**config.mk**
```make
export PLATFORM = sky130hd
export DESIGN_NAME = fpa_mul
export DESIGN_NICKNAME = d
export VERILOG_FILES = /design/src/sv/fpa_pkg.sv /design/src/sv/fpa_mul.sv
export SDC_FILE = /design/constraint.sdc
export NUM_CORES = 2
export LEC_CHECK = 0
export ABC_AREA = 0
export ABC_CLOCK_PERIOD_IN_PS = 15500
export BUFFER_PORTS_ARGS = -buffer_cell sky130_fd_sc_hd__buf_2
export CAP_MARGIN = 20
export CORE_ASPECT_RATIO = 0.9
export CORE_MARGIN = 10
export CORE_UTILIZATION = 55
export CTS_CLUSTER_DIAMETER = 120
export DETAILED_ROUTE_END_ITERATION = 16
export GPL_TIMING_DRIVEN = 0
export PLACE_DENSITY = 0.74
export REMOVE_ABC_BUFFERS = 1
export SYNTH_ARGS = -nofsm -noshare
export SYNTH_HDL_FRONTEND = slang
export SYNTH_SLANG_ARGS = --single-unit
```
**constraint.sdc**
```tcl
create_clock -name clk -period 15.5 [get_ports clk]
set_clock_uncertainty 0.15 [all_clocks]
set_input_delay 1.55 -clock clk [delete_from_list [all_inputs] [get_ports clk]]
set_output_delay 1.55 -clock clk [all_outputs]
set_load 0.02 [all_outputs]
```
**src/sv/fpa_pkg.sv**
```systemverilog
`default_nettype none
package fpa_pkg;

  // Operation codes carried in in_tuser
  typedef enum logic [3:0] {
    OP_ADD  = 4'd0,
    OP_SUB  = 4'd1,
    OP_MUL  = 4'd2,
    OP_DIV  = 4'd3,
    OP_LT   = 4'd4,
    OP_GT   = 4'd5,
    OP_LE   = 4'd6,
    OP_GE   = 4'd7,
    OP_EQ   = 4'd8,
    OP_NE   = 4'd9,
    OP_MIN  = 4'd10,
    OP_MAX  = 4'd11,
    OP_INCR = 4'd12
  } op_t;

  localparam int FIELD_W = 32;
  localparam int WIDE_W  = 64;

  typedef logic signed [FIELD_W-1:0] word_t;
  typedef logic signed [WIDE_W-1:0]  wide_t;

endpackage
`default_nettype wire

```
**src/sv/fpa_mul.sv**
```systemverilog
`default_nettype none
module fpa_mul import fpa_pkg::*; #(
  parameter int FRAC_BITS = 8
) (
  input  wire logic  clk,
  input  wire logic  en,
  input  wire word_t a,
  input  wire word_t b,
  output wide_t      prod_rnd
);

  localparam logic [WIDE_W-1:0] HALF = (WIDE_W'(1) << FRAC_BITS) >> 1;

  wide_t             prod_r;
  logic [WIDE_W-1:0] mag_r;
  logic              neg_r;
  wide_t             res_r;

  // three stages: product, rounded magnitude, signed result
  always_ff @(posedge clk) begin
    if (en) begin
      prod_r <= WIDE_W'(a) * WIDE_W'(b);
      mag_r  <= ((prod_r < 0 ? WIDE_W'(-prod_r) : WIDE_W'(prod_r)) + HALF) >> FRAC_BITS;
      neg_r  <= prod_r < 0;
      res_r  <= neg_r ? -wide_t'(mag_r) : wide_t'(mag_r);
    end
  end

  assign prod_rnd = res_r;

endmodule
`default_nettype wire

```
==> flow_summary_export.csv <==
group,metric,value,unit
final_layout,fillCellCount,7170,
setup_path,endpoint,"prod_r[63]",
floorplanning,die_x,325.1,um
timing,drv_slew,0,
global_routing,grt_pass1_wl,184.0,mm
setup_path,cp.arrival,10450,ps
placed_design,dpl.hpwl,86.99,mm
floorplanning,die_area,95750,um^2
yosys,async_reset_ff_share,0,%
yosys,ys_ff_latch,185,
cts,insertion_delay,450,ps
setup_path,critPathMaxFanout,32,
setup_path,crit_type,"in -> reg",
final_layout,layout-drive-gt1-share,4.332,%
yosys,yosysSeqAreaShare,12.06,%
setup_path,endpoint_kind,"flop",
global_routing,grt_use_total,24.05,%
timing,fin_crit,10400,ps
cts,clkSlewWorstSetupHoldPaths,70,ps
placed_design,gp_congestion,0.9139,
drt,routed_via_density,5.498,
floorplanning,fp.dieH,294.6,um
cts,cts_buffers,17,
hold_path,hp-class,"reg -> reg",
setup_path,startpoint_type,"input port",
yosys,syn-cell-area,46070,um^2
cts,clkSinkCount,185,
drt,num_vias,31810,
timing,hold_viol,0,
setup_path,crit_required,15550,ps
global_routing,grt_overflow,0,
yosys,syn_inst,4743,
global_routing,grt_pass1_vias,34530,
setup_path,crit_path_start,"a[31]",
yosys,synth_edf_count,185,
drt,firstDrtPassIters,6,
cts,cts_hold_buf,0,
setup_path,timing.rr.start,"prod_r[4]",
drt,avgRoutedWirePerCell,19.27,um
cts,htree_levels,4,
timing,min_period_over_period,67.10,%
yosys,synthFlopType,"edfxtp_1",
timing,slew_headroom,26.03,%
drt,wl,111.5,mm
drt,drt-initial-drc-count,2340,
cts,clock_path_buffers,2,
floorplanning,start_util,55.62,%
cts,ctsRootBufferMaster,"clkbuf_16",
yosys,synth_cell_types,85,
cts,cts_setup_buffers,0,
flow_run,drv_cap,0,
placed_design,port_buffers,129,
yosys,yosysWarningCount,0,
cts,tritoncts,"done",
final_layout,antenna_cells,0,
final_layout,layout.nets,5984,
floorplanning,core_area,82830,um^2
global_routing,antenna_found_initial,2,
final_layout,syn_to_final_growth,4.055,%
yosys,avgSynthCellArea,9.713,um^2
cts,cts_resized,0,
drt,drc,0,
global_routing,grt_max_degree,123,
run_status,status,"complete, no violations",
timing,setup_viol,0,
floorplanning,io_pins,130,
setup_path,reg2reg_slack,10090,ps
timing,max_freq,0.09615,GHz
timing,worstMarginPinSlew,1106,ps
setup_path,ff2ff_path_depth,14,
timing,rsz0062_at_grt,"false",
timing,fin_tns_setup,0,ps
floorplanning,row_count,100,
drt,final_antenna_net_count,0,
setup_path,r2r_end,"mag_r[49]",
==> synthesized netlist by cell type, drive strengths merged, types with 4 or more instances <==
library cell  count  area share (%)
fa             1082              47
inv            1018             8.3
nand2           601             4.9
and2            518             7.0
clkbuf          225             1.8
ha              186             5.1
edfxtp          185              12
xnor2           161             3.1
a21oi           104             1.1
nor2             82            0.67
o21ai            76            0.83
xor2             47            0.89
nand3            37            0.40
nor2b            35            0.48
a21o             30            0.49
nor3             28            0.34
o31ai            28            0.47
nand2b           22            0.30
buf              21            0.21
nand4            20            0.29
or4              20            0.35
nor4             18            0.36
or3              17            0.23
o21a             16            0.26
o41ai            13            0.30
and3             12            0.16
a31oi            11            0.15
and4             11            0.21
o211ai           11            0.19
o22ai            10            0.14
or2              10            0.14
o21bai            8            0.13
a211oi            7            0.11
a211o             6            0.11
a32oi             5           0.095
a221oi            4           0.076
nor3b             4           0.076
==> logic make-up (layout without fill, tap and decap cells) <==
group                    count (synthesis)  in the layout  share of synthesized area [%]
multiplexers                             5              5                         0.1141
buffers and inverters                 1264           1184                          10.34
flip-flops                             185            185                          12.06
XOR/XNOR                               208            208                          3.954
adder cells (fa/ha/maj)               1269           1269                          52.09
AND/OR/NAND/NOR                       1445           1445                          16.14
AO/OA/AOI/OAI                          367            367                          5.299
==> how the worst min path moves through the flow <==
stage / endpoint / cells after the start / startpoint / slack (ps)
2_1_floorplan: prod_rnd[0] / 0 / mag_r[0] / 320
3_3_place_gp: prod_rnd[0] / 0 / mag_r[0] / 350
3_5_place_dp: prod_rnd[0] / 0 / mag_r[0] / 360
4_1_cts: prod_rnd[0] / 0 / mag_r[0] / 380
5_1_grt: prod_rnd[0] / 0 / mag_r[0] / 400
6_report: prod_rnd[0] / 0 / mag_r[0] / 370
==> through the flow <==
stage	utilization (%)	hold slack (ps)	cells	setup slack (ps)	cell area [um^2]
final	57.87	374.1	5785	5099	47940
after CTS	57.87	375.6	5785	5029	47940
after detailed placement	57.13	357.4	5753	4581	47320
after global routing	57.87	399.0	5785	4443	47940
after floorplan	-	320.7	4497	6552	45130
after global placement	56.96	345.2	5748	4598	47180
==> cell usage in the layout, fill, tap and decap left out, types with 19 or more instances in the layout <==
| cell type | instances |
|---|---|
| a21oi_1 | 104 |
| o31ai_1 | 27 |
| nand4_1 | 19 |
| and2_1 | 517 |
| nor2b_1 | 34 |
| inv_1 | 1017 |
| a21o_1 | 30 |
| nand3_1 | 37 |
| xor2_1 | 47 |
| o21ai_0 | 72 |
| nand2b_1 | 22 |
| edfxtp_1 | 185 |
| nor2_1 | 82 |
| xnor2_1 | 161 |
| nor3_1 | 25 |
| nand2_1 | 601 |
| fa_1 | 1082 |
| ha_1 | 186 |
| buf_2 | 128 |
==> per-layer routing <==
layer / global-route usage, % / up-vias / part of all wire [%]
met2: 38.56 / 1304 / 45
met1: 31.89 / 16280 / 42
met4: 5.806 / 2 / 2.3
met5: 0 / - / 0.0063
met3: 7.289 / 170 / 10
li1: - / 14050 / -
==> worst max-delay path, stage by stage <==
cell and delay, ps:
buf_2 610, nand2_1 190, inv_1 170, fa_1 450, fa_1 500, fa_1 1150
fa_1 830, inv_1 470, fa_1 630, inv_1 50, fa_1 520, inv_1 50
fa_1 450, fa_1 510, inv_1 40, ha_1 380, inv_1 90, nor2_1 160
nor2_1 60, and4_1 170, a2111oi_0 630, nor3_1 190, o31ai_1 290, a21oi_1 120
xnor2_1 130
==> flip-flops by register name, summed over array words and instances, names as in the netlist <==
register,cells
prod_rnd,64
mag_r,56
prod_r,64
neg_r,1
==> cell type report <==
type                       count  area [um^2]  area share, %
clock buffer                  17        425.4         0.8874
clock inverter                15        187.7         0.3915
inverter                    1018         3821          7.971
multi-input combinational   3294        35750          74.58
sequential                   185         5555          11.59
tap                         1122         1404          2.929
timing repair buffer         134        793.3          1.655
Power is left out: the tool's default activity adds up to more than one toggle a clock period on the data nets, which glitch-free logic cannot reach.
